$ cat src/rtl/text_byte_normalizer_assert.svh
// Assertion macros for the text byte normalizer.
// Included by the top level; the macros expand to nothing under SYNTHESIS.
`ifndef TEXT_BYTE_NORMALIZER_ASSERT_SVH
`define TEXT_BYTE_NORMALIZER_ASSERT_SVH
`ifndef SYNTHESIS
// Same-cycle implication, checked at every clock edge outside reset.
`define TBN_ASSERT_IMPL(label, clk, rst_n, ante, cons) \
	label: assert property (@(posedge clk) disable iff (!rst_n) (ante) |-> (cons)) \
		else $error("text_byte_normalizer: check failed");
// Next-cycle implication.
`define TBN_ASSERT_NEXT(label, clk, rst_n, ante, cons) \
	label: assert property (@(posedge clk) disable iff (!rst_n) (ante) |=> (cons)) \
		else $error("text_byte_normalizer: check failed");
`else
`define TBN_ASSERT_IMPL(label, clk, rst_n, ante, cons)
`define TBN_ASSERT_NEXT(label, clk, rst_n, ante, cons)
`endif
`endif

$ cat src/rtl/tbn_pkg.sv
// Types, byte codes and the per-item normalizing step of the text byte normalizer.
// No dependencies; used by the front, queue, back and top modules.
package tbn_pkg;

	localparam int MAX_CHARS = 4;

	localparam logic [7:0] BYTE_TAB   = 8'h09;
	localparam logic [7:0] BYTE_LF    = 8'h0A;
	localparam logic [7:0] BYTE_CR    = 8'h0D;
	localparam logic [7:0] BYTE_SP    = 8'h20;
	localparam logic [7:0] BYTE_DEL   = 8'h7F;
	localparam logic [7:0] BYTE_E2    = 8'hE2;
	localparam logic [7:0] BYTE_80    = 8'h80;
	localparam logic [7:0] BYTE_C2    = 8'hC2;
	localparam logic [7:0] BYTE_A0    = 8'hA0;
	localparam logic [7:0] BYTE_LSQ   = 8'h98;
	localparam logic [7:0] BYTE_RSQ   = 8'h99;
	localparam logic [7:0] BYTE_LDQ   = 8'h9C;
	localparam logic [7:0] BYTE_RDQ   = 8'h9D;
	localparam logic [7:0] BYTE_ENDASH = 8'h93;
	localparam logic [7:0] BYTE_EMDASH = 8'h94;
	localparam logic [7:0] BYTE_ELLIP = 8'hA6;

	localparam logic [6:0] CH_LF    = 7'h0A;
	localparam logic [6:0] CH_SPACE = 7'h20;
	localparam logic [6:0] CH_QUOTE = 7'h22;
	localparam logic [6:0] CH_APOS  = 7'h27;
	localparam logic [6:0] CH_DASH  = 7'h2D;
	localparam logic [6:0] CH_DOT   = 7'h2E;

	typedef enum logic [1:0] {
		PFX_NONE,
		PFX_E2,
		PFX_E2_80,
		PFX_C2
	} prefix_t;

	typedef struct packed {
		prefix_t    pfx;
		logic       nl;
		logic [1:0] lf;
		logic       ps;
	} norm_state_t;

	// All characters one input item produces, handed from front to back.
	typedef struct packed {
		logic [MAX_CHARS-1:0][6:0] chars;
		logic [2:0]                count;
		logic                      fin;
	} bundle_t;

	typedef struct packed {
		norm_state_t st;
		bundle_t     bnd;
	} work_t;

	function automatic work_t put_char(work_t w, logic [6:0] ch);
		work_t r;
		logic  keep;
		r = w;
		keep = 1'b1;
		if (ch == CH_SPACE) begin
			if (w.st.ps) begin
				keep = 1'b0;
			end
			r.st.ps = 1'b1;
		end else begin
			r.st.ps = 1'b0;
		end
		if (keep && (r.bnd.count < 3'(MAX_CHARS))) begin
			r.bnd.chars[r.bnd.count[1:0]] = ch;
			r.bnd.count = r.bnd.count + 3'd1;
		end
		return r;
	endfunction

	function automatic work_t flush_run(work_t w);
		work_t r;
		r = put_char(w, (w.st.lf >= 2'd2) ? CH_LF : CH_SPACE);
		r.st.nl = 1'b0;
		r.st.lf = 2'd0;
		return r;
	endfunction

	// Handling of a byte with no prefix held and no run open.
	function automatic work_t handle_fresh(work_t w, logic [7:0] b);
		work_t r;
		r = w;
		if (b == BYTE_E2) begin
			r.st.pfx = PFX_E2;
		end else if (b == BYTE_C2) begin
			r.st.pfx = PFX_C2;
		end else if (b == BYTE_LF || b == BYTE_CR) begin
			r.st.nl = 1'b1;
			r.st.lf = (b == BYTE_LF) ? 2'd1 : 2'd0;
		end else if (b >= BYTE_SP && b < BYTE_DEL) begin
			r = put_char(w, b[6:0]);
		end else if (b == BYTE_TAB) begin
			r = put_char(w, CH_SPACE);
		end
		return r;
	endfunction

	function automatic work_t norm_step(norm_state_t s, logic [7:0] b, logic fin);
		work_t w;
		w.st = s;
		w.bnd = '0;
		w.bnd.fin = fin;
		if (s.nl) begin
			if (b == BYTE_LF || b == BYTE_CR) begin
				if (b == BYTE_LF && s.lf < 2'd2) begin
					w.st.lf = s.lf + 2'd1;
				end
			end else begin
				w = flush_run(w);
				w = handle_fresh(w, b);
			end
		end else begin
			case (s.pfx)
				PFX_E2: begin
					w.st.pfx = PFX_NONE;
					if (b == BYTE_80) begin
						w.st.pfx = PFX_E2_80;
					end else begin
						w = handle_fresh(w, b);
					end
				end
				PFX_E2_80: begin
					w.st.pfx = PFX_NONE;
					case (b)
						BYTE_LSQ, BYTE_RSQ:       w = put_char(w, CH_APOS);
						BYTE_LDQ, BYTE_RDQ:       w = put_char(w, CH_QUOTE);
						BYTE_ENDASH, BYTE_EMDASH: w = put_char(w, CH_DASH);
						BYTE_ELLIP: begin
							w = put_char(w, CH_DOT);
							w = put_char(w, CH_DOT);
							w = put_char(w, CH_DOT);
						end
						default:                  w = handle_fresh(w, b);
					endcase
				end
				PFX_C2: begin
					w.st.pfx = PFX_NONE;
					if (b == BYTE_A0) begin
						w = put_char(w, CH_SPACE);
					end else begin
						w = handle_fresh(w, b);
					end
				end
				default: w = handle_fresh(w, b);
			endcase
		end
		if (fin) begin
			if (w.st.nl) begin
				w = flush_run(w);
			end
			w.st = '0;
		end
		return w;
	endfunction

endpackage

$ cat src/rtl/tbn_if.sv
// Valid/ready channel interfaces for the text byte normalizer's input and output items.
// No dependencies.
interface tbn_in_if;
	logic       valid;
	logic       ready;
	logic [7:0] in_byte;
	logic       final_byte;

	modport source (output valid, output in_byte, output final_byte, input ready);
	modport sink (input valid, input in_byte, input final_byte, output ready);
endinterface

interface tbn_out_if;
	logic       valid;
	logic       ready;
	logic [6:0] out_byte;
	logic       has_byte;
	logic       last_of_run;
	logic       end_of_text;

	modport source (output valid, output out_byte, output has_byte, output last_of_run,
		output end_of_text, input ready);
	modport sink (input valid, input out_byte, input has_byte, input last_of_run,
		input end_of_text, output ready);
endinterface

$ cat src/rtl/tbn_front.sv
// Front end: accepts items, runs the normalizing step and pushes non-empty or final bundles.
// Depends on tbn_pkg and tbn_in_if.
module tbn_front
	import tbn_pkg::*;
(
	input  logic        clk,
	input  logic        arst_n,
	tbn_in_if.sink      in_ch,
	output logic        push_valid,
	output bundle_t     push_bundle,
	input  logic        push_ready,
	output norm_state_t state
);

	norm_state_t st_q;
	work_t       work;
	logic        accept;

	assign in_ch.ready = push_ready;
	assign accept      = in_ch.valid && push_ready;

	always_comb begin
		work = norm_step(st_q, in_ch.in_byte, in_ch.final_byte);
	end

	// Items that produce nothing and do not end the text leave no bundle behind.
	assign push_valid  = accept && ((work.bnd.count != 3'd0) || work.bnd.fin);
	assign push_bundle = work.bnd;
	assign state       = st_q;

	always_ff @(posedge clk or negedge arst_n) begin
		if (!arst_n) begin
			st_q <= '0;
		end else if (accept) begin
			st_q <= work.st;
		end
	end

endmodule

$ cat src/rtl/tbn_queue.sv
// Small bundle queue between the front and back ends.
// Depends on tbn_pkg.
module tbn_queue
	import tbn_pkg::*;
#(
	parameter int DEPTH = 2
) (
	input  logic    clk,
	input  logic    arst_n,
	input  logic    push,
	input  bundle_t push_bundle,
	output logic    ready,
	output logic    head_valid,
	output bundle_t head_bundle,
	input  logic    pop
);

	localparam int PTR_W = $clog2(DEPTH);
	localparam int CNT_W = $clog2(DEPTH + 1);

	bundle_t            mem_q [DEPTH];
	logic [PTR_W-1:0]   wr_q;
	logic [PTR_W-1:0]   rd_q;
	logic [CNT_W-1:0]   cnt_q;
	logic               do_push;
	logic               do_pop;

	assign ready       = (cnt_q != CNT_W'(DEPTH));
	assign head_valid  = (cnt_q != '0);
	assign head_bundle = mem_q[rd_q];
	assign do_push     = push && ready;
	assign do_pop      = pop && head_valid;

	always_ff @(posedge clk) begin
		if (do_push) begin
			mem_q[wr_q] <= push_bundle;
		end
	end

	always_ff @(posedge clk or negedge arst_n) begin
		if (!arst_n) begin
			wr_q  <= '0;
			rd_q  <= '0;
			cnt_q <= '0;
		end else begin
			if (do_push) begin
				wr_q <= (wr_q == PTR_W'(DEPTH - 1)) ? '0 : wr_q + 1'b1;
			end
			if (do_pop) begin
				rd_q <= (rd_q == PTR_W'(DEPTH - 1)) ? '0 : rd_q + 1'b1;
			end
			if (do_push && !do_pop) begin
				cnt_q <= cnt_q + 1'b1;
			end else if (do_pop && !do_push) begin
				cnt_q <= cnt_q - 1'b1;
			end
		end
	end

endmodule

$ cat src/rtl/tbn_back.sv
// Back end: walks the head bundle, one char per unstalled cycle, into the output register.
// Depends on tbn_pkg and tbn_out_if.
module tbn_back
	import tbn_pkg::*;
(
	input  logic      clk,
	input  logic      arst_n,
	input  logic      head_valid,
	input  bundle_t   head_bundle,
	output logic      pop,
	tbn_out_if.source out_ch
);

	logic       ov_q;
	logic [1:0] idx_q;
	logic [6:0] byte_q;
	logic       has_q;
	logic       last_q;
	logic       eot_q;
	logic       load;
	logic       is_last;
	logic       empty_marker;

	assign empty_marker = (head_bundle.count == 3'd0);
	// An empty end marker is a single result; otherwise the last character ends the item.
	assign is_last = empty_marker || ({1'b0, idx_q} == head_bundle.count - 3'd1);
	assign load    = head_valid && (!ov_q || out_ch.ready);
	assign pop     = load && is_last;

	assign out_ch.valid       = ov_q;
	assign out_ch.out_byte    = byte_q;
	assign out_ch.has_byte    = has_q;
	assign out_ch.last_of_run = last_q;
	assign out_ch.end_of_text = eot_q;

	always_ff @(posedge clk or negedge arst_n) begin
		if (!arst_n) begin
			ov_q  <= 1'b0;
			idx_q <= '0;
		end else begin
			if (load) begin
				ov_q  <= 1'b1;
				idx_q <= is_last ? 2'd0 : idx_q + 2'd1;
			end else if (out_ch.ready) begin
				ov_q <= 1'b0;
			end
		end
	end

	always_ff @(posedge clk) begin
		if (load) begin
			byte_q <= empty_marker ? 7'd0 : head_bundle.chars[idx_q];
			has_q  <= !empty_marker;
			last_q <= is_last;
			eot_q  <= is_last && head_bundle.fin;
		end
	end

endmodule

$ cat src/rtl/text_byte_normalizer.sv
// Text byte normalizer: takes raw text bytes and gives normalized ASCII bytes.
// Depends on tbn_pkg, tbn_if, tbn_front, tbn_queue, tbn_back and the assertion header.
//
// in_ch carries one raw byte per item with final_byte marking the end of the text.
// out_ch carries one result per item: an ASCII character, or on a last byte that
// produced nothing, an empty end marker with has_byte low. last_of_run flags the
// final result of each input byte, end_of_text the final result of the text.
// Both channels complete a transfer when valid and ready are high at a clock edge.
//
// The front end accepts one byte per cycle while the queue has room and works out
// all of that byte's characters in the same cycle. The back end then sends them one
// per cycle, while the receiver takes them, from a registered output stage, so the
// first result passes through the queue and then the output register before it is offered.
// A byte that yields more than one character holds the back end until all are sent;
// bytes yielding zero or one sustain one item per cycle while the receiver keeps up.
// The queue of QUEUE_DEPTH bundles lets the input keep flowing while the receiver
// stalls, until the queue fills and in_ch.ready drops.
// Reset clears the prefix, newline-run and space state and empties the queue.
`include "text_byte_normalizer_assert.svh"

module text_byte_normalizer
	import tbn_pkg::*;
#(
	parameter int QUEUE_DEPTH = 2
) (
	input  logic       clk,
	input  logic       arst_n,
	tbn_in_if.sink     in_ch,
	tbn_out_if.source  out_ch
);

	logic        push_valid;
	bundle_t     push_bundle;
	logic        push_ready;
	logic        head_valid;
	bundle_t     head_bundle;
	logic        pop;
	norm_state_t front_state;

	tbn_front u_front (
		.clk         (clk),
		.arst_n      (arst_n),
		.in_ch       (in_ch),
		.push_valid  (push_valid),
		.push_bundle (push_bundle),
		.push_ready  (push_ready),
		.state       (front_state)
	);

	tbn_queue #(
		.DEPTH (QUEUE_DEPTH)
	) u_queue (
		.clk         (clk),
		.arst_n      (arst_n),
		.push        (push_valid),
		.push_bundle (push_bundle),
		.ready       (push_ready),
		.head_valid  (head_valid),
		.head_bundle (head_bundle),
		.pop         (pop)
	);

	tbn_back u_back (
		.clk         (clk),
		.arst_n      (arst_n),
		.head_valid  (head_valid),
		.head_bundle (head_bundle),
		.pop         (pop),
		.out_ch      (out_ch)
	);

	`TBN_ASSERT_NEXT(a_final_clears_state, clk, arst_n, in_ch.valid && in_ch.ready && in_ch.final_byte, front_state == '0)
	`TBN_ASSERT_IMPL(a_lf_saturates, clk, arst_n, 1'b1, front_state.lf != 2'd3)
	`TBN_ASSERT_IMPL(a_marker_ends_text, clk, arst_n, out_ch.valid && !out_ch.has_byte, out_ch.end_of_text && out_ch.last_of_run && out_ch.out_byte == 7'd0)
	`TBN_ASSERT_IMPL(a_eot_is_last, clk, arst_n, out_ch.valid && out_ch.end_of_text, out_ch.last_of_run)

endmodule
$ cat src/flat_wrapper.sv
// flat-port wrapper written by rule: the top's interface ports become plain ports
module text_byte_normalizer_flat import tbn_pkg::*;
#(
	parameter int QUEUE_DEPTH = 2
)
  (clk, arst_n, in_ch_valid, in_ch_in_byte, in_ch_final_byte, in_ch_ready, out_ch_valid, out_ch_out_byte, out_ch_has_byte, out_ch_last_of_run, out_ch_end_of_text, out_ch_ready);
  tbn_in_if in_ch_i ();
  tbn_out_if out_ch_i ();
  input  logic clk;
  input  logic arst_n;
  input wire logic [$bits(in_ch_i.valid)-1:0] in_ch_valid;
  input wire logic [$bits(in_ch_i.in_byte)-1:0] in_ch_in_byte;
  input wire logic [$bits(in_ch_i.final_byte)-1:0] in_ch_final_byte;
  output wire logic [$bits(in_ch_i.ready)-1:0] in_ch_ready;
  output wire logic [$bits(out_ch_i.valid)-1:0] out_ch_valid;
  output wire logic [$bits(out_ch_i.out_byte)-1:0] out_ch_out_byte;
  output wire logic [$bits(out_ch_i.has_byte)-1:0] out_ch_has_byte;
  output wire logic [$bits(out_ch_i.last_of_run)-1:0] out_ch_last_of_run;
  output wire logic [$bits(out_ch_i.end_of_text)-1:0] out_ch_end_of_text;
  input wire logic [$bits(out_ch_i.ready)-1:0] out_ch_ready;
  assign in_ch_i.valid = in_ch_valid;
  assign in_ch_i.in_byte = in_ch_in_byte;
  assign in_ch_i.final_byte = in_ch_final_byte;
  assign in_ch_ready = in_ch_i.ready;
  assign out_ch_valid = out_ch_i.valid;
  assign out_ch_out_byte = out_ch_i.out_byte;
  assign out_ch_has_byte = out_ch_i.has_byte;
  assign out_ch_last_of_run = out_ch_i.last_of_run;
  assign out_ch_end_of_text = out_ch_i.end_of_text;
  assign out_ch_i.ready = out_ch_ready;
  text_byte_normalizer #(.QUEUE_DEPTH(QUEUE_DEPTH)) u_core (.clk(clk), .arst_n(arst_n), .in_ch(in_ch_i), .out_ch(out_ch_i));
endmodule
$ cat config.mk
export PLATFORM = sky130hd
export DESIGN_NAME = text_byte_normalizer_flat
export DESIGN_NICKNAME = d
export VERILOG_FILES = /design/src/rtl/tbn_pkg.sv /design/src/rtl/tbn_if.sv /design/src/rtl/tbn_front.sv /design/src/rtl/tbn_queue.sv /design/src/rtl/tbn_back.sv /design/src/rtl/text_byte_normalizer.sv /design/src/flat_wrapper.sv
export VERILOG_INCLUDE_DIRS = /design/src /design/src/rtl
export SDC_FILE = /design/constraint.sdc
export NUM_CORES = 1
export LEC_CHECK = 0
export BUFFER_PORTS_ARGS = -buffer_cell sky130_fd_sc_hd__buf_2
export CORE_MARGIN = 2
export CORE_UTILIZATION = 30
export DETAILED_ROUTE_END_ITERATION = 8
export HOLD_SLACK_MARGIN = 0.08
export PLACE_DENSITY = 0.54
export SYNTH_ARGS = -nofsm -noshare
export SYNTH_HDL_FRONTEND = slang
export SYNTH_SLANG_ARGS = --single-unit
$ cat constraint.sdc
create_clock -name clk -period 9.85 [get_ports clk]
set_input_delay 1.4775 -clock clk [delete_from_list [all_inputs] [get_ports clk]]
set_output_delay 1.4775 -clock clk [all_outputs]
set_load 0.05 [all_outputs]
# Yosys cells after proc, flatten, opt, wreduce, memory -nomap -nowiden
# Memory sizes are Yosys's and may differ from the RTL's.
# Cells that the tools add are included.
[op_classes]
n_addsub = 11
n_lt_le_gt_ge = 18
eq_ne = 22
muxes = 157
bitwise = 9
n_reduce_logical = 36
[op_table]
columns = ["operator", "count"]
rows = [
  ["$mux W33", 17],
  ["$mux W36", 9],
  ["$mux W31", 8],
  ["$pmux W38 S4", 1],
  ["$mux W38", 3],
  ["$pmux W38 S3", 1],
  ["$mux W10", 9],
  ["$eq A8 B8 Y1 const B", 11],
  ["$mux W1", 67],
  ["$bwmux W28", 2],
  ["$demux W7 S2", 4],
  ["$mux W9", 6],
  ["$mux W7", 5],
  ["$mux W2", 16],
  ["$mux W32", 1],
  ["$and A6 B24 Y24", 1],
  ["$eq A8 B4 Y1 const B", 3],
  ["$not A12 Y12", 2],
  ["$not A24 Y24", 1],
  ["$logic_and A1 B1 Y1", 18],
  ["$or A16 B16 Y16", 1],
  ["$or A4 B16 Y16", 1],
  ["$lt A2 B3 Y1 const B", 5],
  ["$mux W3", 5],
  ["30 further kinds", 56],
]
[word_totals]
ff_bits = 23
ramBits = 64
elab_cells = 267
n_memories = 1
[memory_table]
columns = ["name", "depth", "width", "rd", "rd_ports_with_merged_regs", "wr", "line", "text"]
rows = [
  ["u_core.u_queue.mem_q", 2, 32, 1, 0, 1, "tbn_queue.sv:21", "bundle_t mem_q [DEPTH];"],
]

# Depth between registers and ports, before layout
# Gate-level depths: netlist of run 1.
[logic_depth]
word_depth = 42
depth_mapped = 13

# Hierarchy
# From an unflattened synthesis of run 1, not the netlist that was laid out.
[hier_totals]
hier_cells = 391
hier_area_um2 = 5053.6
[modules_own_cells]
columns = ["mod", "instances", "cells_per_inst", "area_per_inst_um2", "seq_area_each_um2"]
rows = [
  ["tbn_queue", 1, 118, 2658.8, 2021.9],
  ["tbn_front", 1, 220, 1647.8, 150.1],
  ["tbn_back", 1, 53, 747.0, 375.4],
]

# Least setup slack after synthesis of run 1
# OpenSTA, ideal clock, no wires.
[synth_path]
path_type = "in2reg"
from = "in in_ch_in_byte[0]"
to = "mem u_core.u_queue.mem_q[0][0] (netlist bit), enable pin"
t_arrival_ns = 4.131
path_slack_ns = 5.314
path_stages = 9
cell_sequence = "buf_2 > nor4_1 > and3_1 > nand2_1 > ha_1 > nand2_1 > a21o_1 > a221oi_4 > nor2b_1"
[synth_via]
elab_chain_len = 28
word_cells_on_any_way = 109
cone_classes = "1 x add/sub; 4 x order compare; 16 x eq/ne; 76 x mux; 12 x reduce/logical"
[synth_rtl]
columns = ["element", "line", "text"]
rows = [
  ["from (decl)", "flat_wrapper.sv:12", "input wire logic [$bits(in_ch_i.in_byte)-1:0] in_ch_in_byte;"],
  ["$eq A7 B6 Y1", "tbn_pkg.sv:62", "if (ch == CH_SPACE) begin"],
  ["$mux W1", "tbn_pkg.sv:62", ""],
  ["$mux W1", "tbn_pkg.sv:96", "end else if (b >= BYTE_SP && b < BYTE_DEL) begin"],
  ["$mux W1", "tbn_pkg.sv:93", "end else if (b == BYTE_LF || b == BYTE_CR) begin"],
  ["$mux W1", "tbn_pkg.sv:91", "end else if (b == BYTE_C2) begin"],
  ["$mux W1", "tbn_pkg.sv:89", "if (b == BYTE_E2) begin"],
  ["$mux W1, on equally long branches", "tbn_pkg.sv:130, tbn_pkg.sv:122, tbn_pkg.sv:144", ""],
  ["$mux W1", "tbn_pkg.sv:119", "case (s.pfx)"],
  ["[13 not listed]", "n/a", ""],
  ["$mux W38 *", "tbn_pkg.sv:153", "if (fin) begin"],
  ["$reduce_bool A3 Y1", "tbn_front.sv:27", "assign push_valid = accept && ((work.bnd.count != 3'd0) || work.bnd.fin);"],
  ["$logic_or A1 B1 Y1 *", "tbn_front.sv:27", ""],
  ["$logic_and A1 B1 Y1 *", "tbn_front.sv:27", ""],
  ["$logic_and A1 B1 Y1 *", "tbn_queue.sv:31", "assign do_push = push && ready;"],
  ["net u_core.u_queue.do_push", "tbn_queue.sv:25", "logic do_push;"],
  ["$mux W1 *", "tbn_queue.sv:35", "if (do_push) begin"],
  ["$mux W1 (not written as such) *", "tbn_queue.sv:36", "mem_q[wr_q] <= push_bundle;"],
  ["to (decl)", "tbn_queue.sv:21", ""],
]
# The timed path passes the listed nets; every way through them passes the cells marked *. The select of a mux whose other input is x is not followed.

# Worst setup path in the final report of run 1
[layout_path]
from = "in in_ch_in_byte[3]"
to = "mem u_core.u_queue.mem_q[1][23] (netlist bit), enable pin"
# The elaborated chain is that of the path after synthesis.

==> out/qor.yml, run 1 <==
run_status:
  outcome: "finished, final reports clean"
sta:
  period_share_pct: 43.54
  timing.setup.tns_ps: 0
  slew_headroom_pct: 27.54
  slew_viol_final: 0
  hold_viol_final: 0
  finalClockSkew_ps: 7.811
  tightest_slew_ps: 1087
  period_needed_ps: 4289
  rsz0062_at_grt: "false"
  postLayoutSetupSlackWorst_ps: 5561
  setup_viol: 0
  fin_hold_ws_ps: 505.7
  fmax_mhz: 233.2
clock_tree:
  numCtsBuffers: 9
  htreeDepth: 3
  cts-root-buf: "clkbuf_16"
  clock_path_buffers: 2
  clk_pin_slew_ps: 50
  clk_latency_ps: 320
  cts.sinks: 69
  cts.repair.resized: 0
  hold_buffers: 0
  cts_setup_buffers: 0
  cts_tree: "built"
worst_setup_path:
  cpMostUsedCell: "nand2_1"
  crit_required_ps: 9790
  cp_num_buf_inv: 1
  r2r_slack_ps: 6460
  crit_path_max_fanout: 23
  r2r-end: "u_core.u_queue.mem_q[1][23]$_DFFE_PP_"
  cp_slowest_cell: "and2_1"
  critPathMaxStageDelay_ps: 900
  crit_cells: 9
  cp_top_family: "simple AND/OR/NAND/NOR gates"
  r2r_cells: 9
  arrival_ps: 4220
  reg2reg_from: "u_core.u_front.state[1]$_DFFE_PN0P_"
  startpoint_type: "input port"
  critical_path_class: "in -> reg"
  worstSetupEndpointType: "register"
  crit_chain: "buf_2 -> nor4_1 -> and3_1 -> nand2_1 -> ha_1 -> nand2_1 -> a21o_1 -> a221oi_4 -> and2_1"
floorplanning:
  core_area_um2: 12470
  die_y_um: 116.5
  start_util_pct: 30.45
  rows: 41
  dieArea_um2: 13570
  io_pins: 25
  dieWidth_um: 116.5
grt:
  grt_max_degree: 29
  antenna_found_initial: 0
  grt_pass1_vias: 2523
  grt.total_usage_pct: 12.99
  grt_pass1_wl_um: 13580
  grt-ovfl-total: 0
pwr:
  p_sw_share_pct: 34.48
  p_leak_nw: 1.638
  p_clk_share_pct: 28.1
  power_density_nw_per_um2: 254.2
  ir_drop_mv: 0.07802
  p_seq_share_pct: 41.9
  p_sw_w: 0.0003792
  p_comb_share_pct: 30.0
  p_int_w: 0.0007205
placement:
  gp_congestion: 0.8181
  place_area_um2: 4041
  place_worst_setup_slack_ps: 5245
  dp_cells: 496
  dp_hpwl_um: 5798
  portBuffers: 24
cells_and_area:
  final_nets: 357
  stdcell_area_um2: 4325
  fillers: 1256
  final_common_cell: "edfxtp_1"
  multiInputGateArea_um2: 1650
  final_cell_count_no_fill: 512
  drive_gt1_share_pct: 17.94
  final_cell_mix: "56 x edfxtp_1, 28 x nand2_1, 24 x buf_2"
  antennaDiodeCount: 0
  seq_area_um2: 2007
  synthToLayoutAreaGrowth_pct: 13.94
synthesis:
  ys_seq_area_share_pct: 52.87
  syn_area_per_cell_um2: 11.86
  synth_largest_area_cell: "edfxtp_1"
  ys.flop_type: "edfxtp_1"
  syn_area_um2: 3796
  async_flop_share_pct: 18.84
  ys_types: 65
  synth_top_area_share_pct: 44.30
  synthTopCellsByArea: "edfxtp_1 44%, dfrtp_1 8.6%, mux4_2 5.3%, ha_1 3.0%, nand2_1 2.8%"
  yosysWarnings: 0
  ys_ff_latch: 69
  synth_edf_count: 56
  syn_inst: 320
  syn_nets: 342
drt:
  post_drt_wl_per_cell_um: 15.78
  ant_nets: 0
  vias: 2605
  totalWireLength_um: 8078
  drc: 0
  dr.pass1.iters: 4
  vias_per_cell: 5.088
  drtIter0Drc: 120
min_path:
  hold_class: "reg -> reg"
  hold_depth: 2
  min_from: "u_core.u_back.out_ch.valid$_DFFE_PN0P_"
  holdPathEnd: "u_core.u_back.out_ch.valid$_DFFE_PN0P_"
job:
  maxCapViolations: 0
==> worst reg2reg max path: cells and delay by family, from the launching register on <==
| family | cells | cell delay [ps] |
|---|---|---|
| flops | 1 | 400 |
| simple gates | 4 | 1420 |
| compound gates | 2 | 550 |
| buf+inv | 1 | 70 |
| fa+ha+maj | 2 | 540 |
==> metrics by stage <==
step	utilization (%)	total power, W
4_1_cts	34.70	0.001111
2_1_floorplan	-	0.0007239
3_3_place_gp	32.42	0.0007995
3_5_place_dp	32.42	0.0008019
5_1_grt	34.70	0.001161
6_report	34.70	0.001100
==> cell usage after synthesis, drive strengths merged, types with 7 or more instances <==
cell type  instances
nand2b             8
dfrtp             13
and3               8
mux2i              8
clkbuf            13
buf                9
mux4               9
inv                9
nand3              8
edfxtp            56
nor2              22
nand2             28
a21oi              9
ha                 9
o21ai             18
nor2b              7
==> sequential cells by signal (all words and copies together), names as in the netlist <==
register / flops
u_core.u_front.state: 6
u_core.u_back.out_ch.end_of_text: 1
u_core.u_back.idx_q: 2
u_core.u_back.out_ch.has_byte: 1
u_core.u_back.out_ch.out_byte: 7
u_core.u_queue.mem_q: 46
u_core.u_queue.wr_q: 1
u_core.u_back.out_ch.valid: 1
u_core.u_queue.rd_q: 1
u_core.u_queue.cnt_q: 2
u_core.u_back.out_ch.last_of_run: 1
==> power groups by stage <==
stage                     clock, W  combinational [W]  sequential, W
after floorplan                  0           0.000216       0.000507
after global placement           0           0.000332       0.000468
after detailed placement         0           0.000333       0.000469
after CTS                 0.000314           0.000334       0.000464
after global routing      0.000325           0.000363       0.000473
final                     0.000310           0.000330       0.000461
==> cell families (layout without fill, tap and decap cells) <==
kind of cell             count (synthesis)  count (layout)  share of synthesized area, %
AND/OR/NAND/NOR                        110             110                         16.45
AO/OA/AOI/OAI                           76              76                         14.63
flip-flops                              69              69                         52.87
buffers and inverters                   31              51                         3.724
multiplexers                            18              18                         7.745
adder cells (fa/ha/maj)                  9               9                         2.966
XOR/XNOR                                 7               7                         1.615
==> layer usage <==
metal,global-route usage (%),vias to the layer above,part of all wire [%]
met2,19.38,68,44
li1,-,1251,-
met5,0,-,0
met1,18.94,1277,50
met4,3.571,0,0.85
met3,3.062,9,4.5
==> layout make-up <==
cell class	instances	area share, %
Inverter	9	0.7810
Tap cell	172	4.975
Clock inverter	5	1.186
Clock buffer	11	5.380
Multi-Input combinational cell	220	38.15
Sequential cell	69	46.40
Timing Repair Buffer	26	3.124
==> how the worst max path moves through the flow <==
stage | start | end
final | in_ch_in_byte[3] | u_core.u_queue.mem_q[1][23]$_DFFE_PP_
after CTS | in_ch_in_byte[3] | u_core.u_queue.mem_q[1][23]$_DFFE_PP_
after floorplan | in_ch_in_byte[0] | u_core.u_queue.mem_q[0][0]$_DFFE_PP_
after global routing | in_ch_in_byte[3] | u_core.u_queue.mem_q[1][23]$_DFFE_PP_
after detailed placement | in_ch_in_byte[3] | u_core.u_queue.mem_q[1][12]$_DFFE_PP_
after global placement | in_ch_in_byte[3] | u_core.u_queue.mem_q[1][12]$_DFFE_PP_
No activity file was read; power rests on OpenSTA's default activity.
==> run 2: changes to the inputs <==
--- a/config.mk
+++ b/config.mk
@@ -11,7 +11,7 @@
 export CORE_UTILIZATION = 30
 export DETAILED_ROUTE_END_ITERATION = 8
 export HOLD_SLACK_MARGIN = 0.08
-export PLACE_DENSITY = 0.54
+export PLACE_DENSITY = 0.56
 export SYNTH_ARGS = -nofsm -noshare
 export SYNTH_HDL_FRONTEND = slang
 export SYNTH_SLANG_ARGS = --single-unit
==> constraint.sdc (replaced) <==
create_clock -name clk -period 3.9 [get_ports clk]
set_input_delay 0.585 -clock clk [delete_from_list [all_inputs] [get_ports clk]]
set_output_delay 0.585 -clock clk [all_outputs]
set_load 0.05 [all_outputs]
==> run 2 against run 1 <==
Net effect: combinational power grew to 2.7 times the previous value; utilization up 0.46 points; total power grew to 2.6 times the previous value; first-iteration DRC count is 87% higher; via count increased by 0.31%; non-clock buffer count is 3 higher; critical path depth up 4; sequential power is 140% higher; flip-flop and latch count is the same; clock power increased to 2.8 times the previous value.
==> out/qor.yml, run 2 (synthesis gave the netlist of run 1 again) <==
run_status:
  outcome: "finished, final reports clean"  # unchanged
worst_setup_path:
  r2r_slack_ps: 870  # was 6460 ps
  r2r-end: "u_core.u_queue.mem_q[0][12]$_DFFE_PP_"  # was u_core.u_queue.mem_q[1][23]$_DFFE_PP_
  arrival_ps: 3150  # was 4220 ps
  cp-endpoint: "u_core.u_queue.mem_q[0][12]$_DFFE_PP_"  # was u_core.u_queue.mem_q[1][23]$_DFFE_PP_
  reg2reg_from: "u_core.u_front.state[1]$_DFFE_PN0P_"  # unchanged
  crit_path_max_fanout: 20  # was 23
  worstSetupEndpointType: "register"  # unchanged
  r2r_cells: 13  # was 9
  crit_start: "in_ch_in_byte[3]"  # unchanged
  crit_required_ps: 3960  # was 9790 ps
  startpoint_type: "input port"  # unchanged
  critical_path_class: "in -> reg"  # unchanged
placement:
  dp_hpwl_um: 5862  # was 5798 µm
  dp_cells: 499  # was 496
  gp_congestion: 0.8582  # was 0.8181
  portBuffers: 24  # unchanged
clock_tree:
  cts-root-buf: "clkbuf_16"  # unchanged
  numCtsBuffers: 9  # unchanged
  cts_setup_buffers: 0  # unchanged
  cts.repair.resized: 0  # unchanged
  cts_tree: "built"  # unchanged
  cts.sinks: 69  # unchanged
  clk_pin_slew_ps: 50  # about the same
  clock_path_buffers: 2  # unchanged
  clk_latency_ps: 320  # about the same
  hold_buffers: 0  # unchanged
  htreeDepth: 3  # unchanged
sta:
  timing.setup.tns_ps: 0  # unchanged
  hold_viol_final: 0  # unchanged
  rsz0062_at_grt: "false"  # unchanged
  period_needed_ps: 3091
  fmax_mhz: 323.5
  finalClockSkew_ps: 4.935  # was 7.811 ps
  slew_viol_final: 0  # unchanged
  setup_viol: 0  # unchanged
  tightest_slew_ps: 814.2  # was 1087 ps
  slew_headroom_pct: 45.72  # was 27.54%
  period_share_pct: 79.27
floorplanning:
  core_area_um2: 12470  # unchanged
  dieWidth_um: 116.5  # unchanged
  dieArea_um2: 13570  # unchanged
  start_util_pct: 30.45  # unchanged
  rows: 41  # unchanged
  io_pins: 25  # unchanged
  die_y_um: 116.5  # unchanged
cells_and_area:
  final_cell_count_no_fill: 515  # was 512
  seq_area_um2: 2007  # unchanged
  antennaDiodeCount: 0  # unchanged
  final_common_cell: "edfxtp_1"  # unchanged
  synthToLayoutAreaGrowth_pct: 15.46  # was 13.94%
  drive_gt1_share_pct: 18.66  # was 17.94%
  final_cell_mix: "56 x edfxtp_1, 28 x nand2_1, 24 x buf_2"  # unchanged
  regMostFlops: "u_core.u_queue.mem_q"  # unchanged
  final_nets: 360  # was 357
  fillers: 1224  # was 1256
  multiInputGateArea_um2: 1650  # unchanged
  largest_reg_flops: 46  # unchanged
drt:
  vias: 2613  # was 2605
  dr.pass1.iters: 5  # was 4
  drc: 0  # unchanged
  ant_nets: 0  # unchanged
  vias_per_cell: 5.074  # was 5.088
  totalWireLength_um: 8084  # was 8078 µm
  post_drt_wl_per_cell_um: 15.70  # was 15.78 µm
  drtIter0Drc: 224  # was 120
grt:
  grt_max_degree: 29  # unchanged
  grt_pass1_wl_um: 13590  # was 13580 µm
  grt.total_usage_pct: 13.00  # was 12.99%
  antenna_found_initial: 0  # unchanged
  grt-ovfl-total: 0  # unchanged
  grt_pass1_vias: 2551  # was 2523
min_path:
  hold_class: "in -> async"  # was reg -> reg
pwr:
  p_seq_share_pct: 39.0  # was 41.9%
  p_sw_share_pct: 33.10  # was 34.48%
  p_comb_share_pct: 31.2  # was 30.0%
  p_leak_nw: 1.670  # was 1.638 nW
  ir_drop_mv: 0.2903  # was 0.07802 mV
  p_clk_share_pct: 29.8  # was 28.1%
  p_int_w: 0.001917  # was 0.0007205 W
  p_sw_w: 0.0009486  # was 0.0003792 W
  power_density_nw_per_um2: 653.8  # was 254.2 nW/µm²
job:
  maxCapViolations: 0  # unchanged
-- run 2: metrics by stage --
stage / utilization, % / area [µm²] / setup slack (ps) / hold slack [ps] / total power (W)
2_1_floorplan: - / 3796 / 256.4 / 289.4 / 0.001828
3_3_place_gp: 32.60 / 4064 / 669.7 / 488.6 / 0.002030
3_5_place_dp: 32.60 / 4064 / 551.8 / 494.6 / 0.002037
4_1_cts: 35.16 / 4383 / 883.1 / 154.0 / 0.002900
5_1_grt: 35.16 / 4383 / 669.3 / 158.7 / 0.003035
6_report: 35.16 / 4383 / 808.7 / 147.3 / 0.002865
-- run 2: power by group through the flow --
stage	clock network, W	registers (W)	logic [W]
finish	0.000854	0.00112	0.000895
global route	0.000917	0.00114	0.000975
CTS	0.000873	0.00112	0.000907
detailed placement	0	0.00113	0.000904
global placement	0	0.00113	0.000899
floorplan	0	0.00128	0.000547
-- run 2: critical path: stages --
cell and delay, ps:
buf_2 230, nor4_1 400, and3_1 280, nand2_1 80
ha_1 300, nand2_1 60, a21o_1 180, a21o_1 210
inv_1 80, ha_1 190, and3_1 180, a21o_1 190
a21o_1 180
-- run 2: worst min-delay path by stage --
stage | cells after the start | end
2_1_floorplan | 0 | u_core.u_back.idx_q[0]$_DFFE_PN0P_
3_3_place_gp | 1 | u_core.u_back.idx_q[0]$_DFFE_PN0P_
3_5_place_dp | 1 | u_core.u_back.out_ch.valid$_DFFE_PN0P_
4_1_cts | 1 | u_core.u_back.idx_q[1]$_DFFE_PN0P_
5_1_grt | 1 | u_core.u_back.out_ch.valid$_DFFE_PN0P_
6_report | 1 | u_core.u_back.out_ch.valid$_DFFE_PN0P_
-- run 2: per-layer routing --
| layer | vias up | GRT usage [%] | part of all wire [%] |
|---|---|---|---|
| met3 | 4 | 3.062 | 4.0 |
| met2 | 67 | 20.31 | 46 |
| met1 | 1289 | 18.60 | 50 |
| met5 | - | 0 | 0 |
| met4 | 0 | 2.540 | 0.53 |
| li1 | 1253 | - | - |
-- run 2: layout make-up --
cell class                 instances  share of cell area [%]
clock buffer                      13                   5.709
clock inverter                     3                   1.570
inverter                           9                  0.7708
multi-input combinational        220                   37.65
sequential                        69                   45.79
tap                              172                   4.910
timing repair buffer              29                   3.597
==> run 3: changes to the inputs <==
==> constraint.sdc (replaced) <==
create_clock -name clk -period 2.5 [get_ports clk]
set_input_delay 0.375 -clock clk [delete_from_list [all_inputs] [get_ports clk]]
set_output_delay 0.375 -clock clk [all_outputs]
set_load 0.05 [all_outputs]
==> run 3 against run 2 <==
Net effect: critical endpoint is now u_core.u_queue.mem_q[1][30]$_DFFE_PP_; critical path type is now reg -> reg; first-iteration DRC count decreased by 33%; highest routed layer unchanged; cell area rose by 16%; register-to-register slack got worse by 860 ps; worst setup slack worse by 800 ps.
==> out/qor.yml, run 3 (synthesis gave the netlist of run 1 again) <==
cells_and_area:
  drive_gt1_share_pct: 36.92  # was 18.66%
  synthToLayoutAreaGrowth_pct: 34.41  # was 15.46%
  final_common_cell: "buf_4"  # was edfxtp_1
  fillers: 1199  # was 1224
  antennaDiodeCount: 0  # unchanged
  stdcell_area_um2: 5102  # was 4383 µm²
  final_nets: 426  # was 360
  multiInputGateArea_um2: 1780  # was 1650 µm²
  regMostFlops: "u_core.u_queue.mem_q"  # unchanged
  final_cell_mix: "60 x buf_4, 56 x edfxtp_1, 24 x nand2_1"  # was 56 x edfxtp_1, 28 x nand2_1, 24 x buf_2
  largest_reg_flops: 46  # unchanged
  final_cell_count_no_fill: 581  # was 515
  seq_area_um2: 2007  # unchanged
worst_setup_path:
  crit_path_max_fanout: 6  # was 20
  r2r-end: "u_core.u_queue.mem_q[1][30]$_DFFE_PP_"  # was u_core.u_queue.mem_q[0][12]$_DFFE_PP_
  startpoint_type: "register"  # was input port
  cp-endpoint: "u_core.u_queue.mem_q[1][30]$_DFFE_PP_"  # was u_core.u_queue.mem_q[0][12]$_DFFE_PP_
  cp_num_buf_inv: 2  # unchanged
  crit_start: "u_core.u_front.state[2]$_DFFE_PN0P_"  # was in_ch_in_byte[3]
  crit_cells: 10  # was 13
  crit_chain: "ha_4 -> nor2_4 -> nand2_2 -> ha_4 -> nand2_2 -> a21o_1 -> a221oi_4 -> buf_6 -> and2_4 -> clkbuf_16"  # was buf_2 -> nor4_1 -> and3_1 -> nand2_1 -> ha_1 -> nand2_1 -> a21o_1 -> a21o_1 -> inv_1 -> ha_1 -> and3_1 -> a21o_1 -> a21o_1
  worstSetupEndpointType: "register"  # unchanged
  r2r_cells: 10  # was 13
  crit_required_ps: 2550  # was 3960 ps
  critical_path_class: "reg -> reg"  # was in -> reg
  cp_slowest_cell: "dfrtp_1"  # was nor4_1
  reg2reg_from: "u_core.u_front.state[2]$_DFFE_PN0P_"  # was u_core.u_front.state[1]$_DFFE_PN0P_
  cp_top_family: "simple AND/OR/NAND/NOR gates"  # unchanged
  r2r_slack_ps: 10  # was 870 ps
  critPathMaxStageDelay_ps: 420  # was 400 ps
  arrival_ps: 2540  # was 3150 ps
drt:
  vias: 2820  # was 2613
  totalWireLength_um: 9203  # was 8084 µm
  dr.pass1.iters: 5  # unchanged
  drc: 0  # unchanged
  vias_per_cell: 4.854  # was 5.074
  drtIter0Drc: 149  # was 224
  ant_nets: 0  # unchanged
  post_drt_wl_per_cell_um: 15.84  # was 15.70 µm
clock_tree:
  numCtsBuffers: 9  # unchanged
  clk_latency_ps: 330  # was 320 ps
  cts-root-buf: "clkbuf_16"  # unchanged
  clk_pin_slew_ps: 50  # about the same
  clock_path_buffers: 2  # unchanged
  cts_tree: "built"  # unchanged
  cts.sinks: 69  # unchanged
  htreeDepth: 3  # unchanged
pwr:
  ir_drop_mv: 0.3965  # was 0.2903 mV
  power_density_nw_per_um2: 915.2  # was 653.8 nW/µm²
  p_leak_nw: 2.033  # was 1.670 nW
  total_power_w: 0.004669  # was 0.002865 W
sta:
  period_share_pct: 99.54
  setup_viol: 0  # unchanged
  rsz0062_at_grt: "true"  # was false
  tightest_slew_ps: 450.5  # was 814.2 ps
  fin_hold_ws_ps: 329.7  # was 147.3 ps
  fmax_mhz: 401.9
  timing.setup.tns_ps: 0  # unchanged
  period_needed_ps: 2488
  slew_headroom_pct: 69.97  # was 45.72%
  finalClockSkew_ps: 7.896  # was 4.935 ps
  hold_viol_final: 0  # unchanged
  slew_viol_final: 0  # unchanged
floorplanning:
  die_y_um: 116.5  # unchanged
  dieWidth_um: 116.5  # unchanged
  io_pins: 25  # unchanged
  rows: 41  # unchanged
  core_area_um2: 12470  # unchanged
  dieArea_um2: 13570  # unchanged
  start_util_pct: 30.45  # unchanged
min_path:
  min_from: "out_ch_ready"
  hold_class: "in -> reg"  # was in -> async
grt:
  grt.total_usage_pct: 14.48  # was 13.00%
  grt_pass1_wl_um: 14910  # was 13590 µm
  grt-ovfl-total: 0  # unchanged
  grt_pass1_vias: 2882  # was 2551
  antenna_found_initial: 0  # unchanged
  grt_max_degree: 16  # was 29
run_status:
  outcome: "finished, final reports clean"  # unchanged
job:
  maxCapViolations: 0  # unchanged
placement:
  dp_hpwl_um: 6540  # was 5862 µm
  place_area_um2: 4549  # was 4064 µm²
  dp_cells: 553  # was 499
  portBuffers: 24  # unchanged
  gp_congestion: 0.8551  # was 0.8582
[run 3: changes by cell type in the layout (fill, tap and decap cells not counted), sizes merged]
cell         delta
buf            +63
dlygate4sd3     +1
bufinv          -1
clkinvlp        +1
inv             +1
clkinv          +3
clkbuf          -2
[run 3: power breakdown]
part	total, W	internal, W	switching, W	leakage [nW]
logic	0.00173	0.000731	0.000995	1.20
registers	0.00171	0.00158	0.000131	0.697
clock network	0.00123	0.000764	0.000469	0.141
[run 3: how the worst min path moves through the flow]
stage / end / slack, ps / depth (start not counted)
after floorplan: u_core.u_back.idx_q[0]$_DFFE_PN0P_ / 80 / 0
after global placement: u_core.u_front.state[2]$_DFFE_PN0P_ / 300 / 1
after detailed placement: u_core.u_front.state[2]$_DFFE_PN0P_ / 300 / 1
after CTS: u_core.u_back.out_ch.valid$_DFFE_PN0P_ / 330 / 3
after global routing: u_core.u_back.out_ch.valid$_DFFE_PN0P_ / 360 / 3
final: u_core.u_back.out_ch.valid$_DFFE_PN0P_ / 330 / 3
[run 3: timing repair]
action                                  in CTS  in global routing
gates resized for setup                     18                  8
hold endpoints to repair                    13                  0
buffers inserted                             5                  4
pin swaps                                   12                 12
gates cloned                                 2                  2
hold buffers                                 1                  0
endpoints found under the setup margin      72                 59
[run 3: cell type report]
type | count | area share, %
Tap cell | 172 | 4.218
Clock inverter | 7 | 1.251
Timing Repair Buffer | 95 | 15.23
Sequential cell | 69 | 39.33
Multi-Input combinational cell | 220 | 34.89
Inverter | 9 | 0.6621
Clock buffer | 9 | 4.414
[run 3: stage by stage]
| step | worst slack [ps] | utilization, % |
|---|---|---|
| after floorplan | -191.8 | - |
| after global placement | -273.5 | 36.50 |
| after detailed placement | -282.5 | 36.50 |
| after CTS | 20.64 | 40.08 |
| after global routing | -68.36 | 40.93 |
| final | 11.55 | 40.93 |
[run 3: worst register-to-register path: stages, from the launching register on]
cell and delay, ps:
dfrtp_1 420, ha_4 190, nor2_4 130, nand2_2 100, ha_4 280, nand2_2 40
a21o_1 210, a221oi_4 280, buf_6 160, and2_4 240, clkbuf_16 180
[run 3: per-layer routing]
layer	global-route usage, %	routed length, µm	part of all wire [%]
met1	18.03	4272	46
met2	24.73	4460	48
met3	3.166	290	3.2
met4	5.397	180	2.0
met5	0	0	0
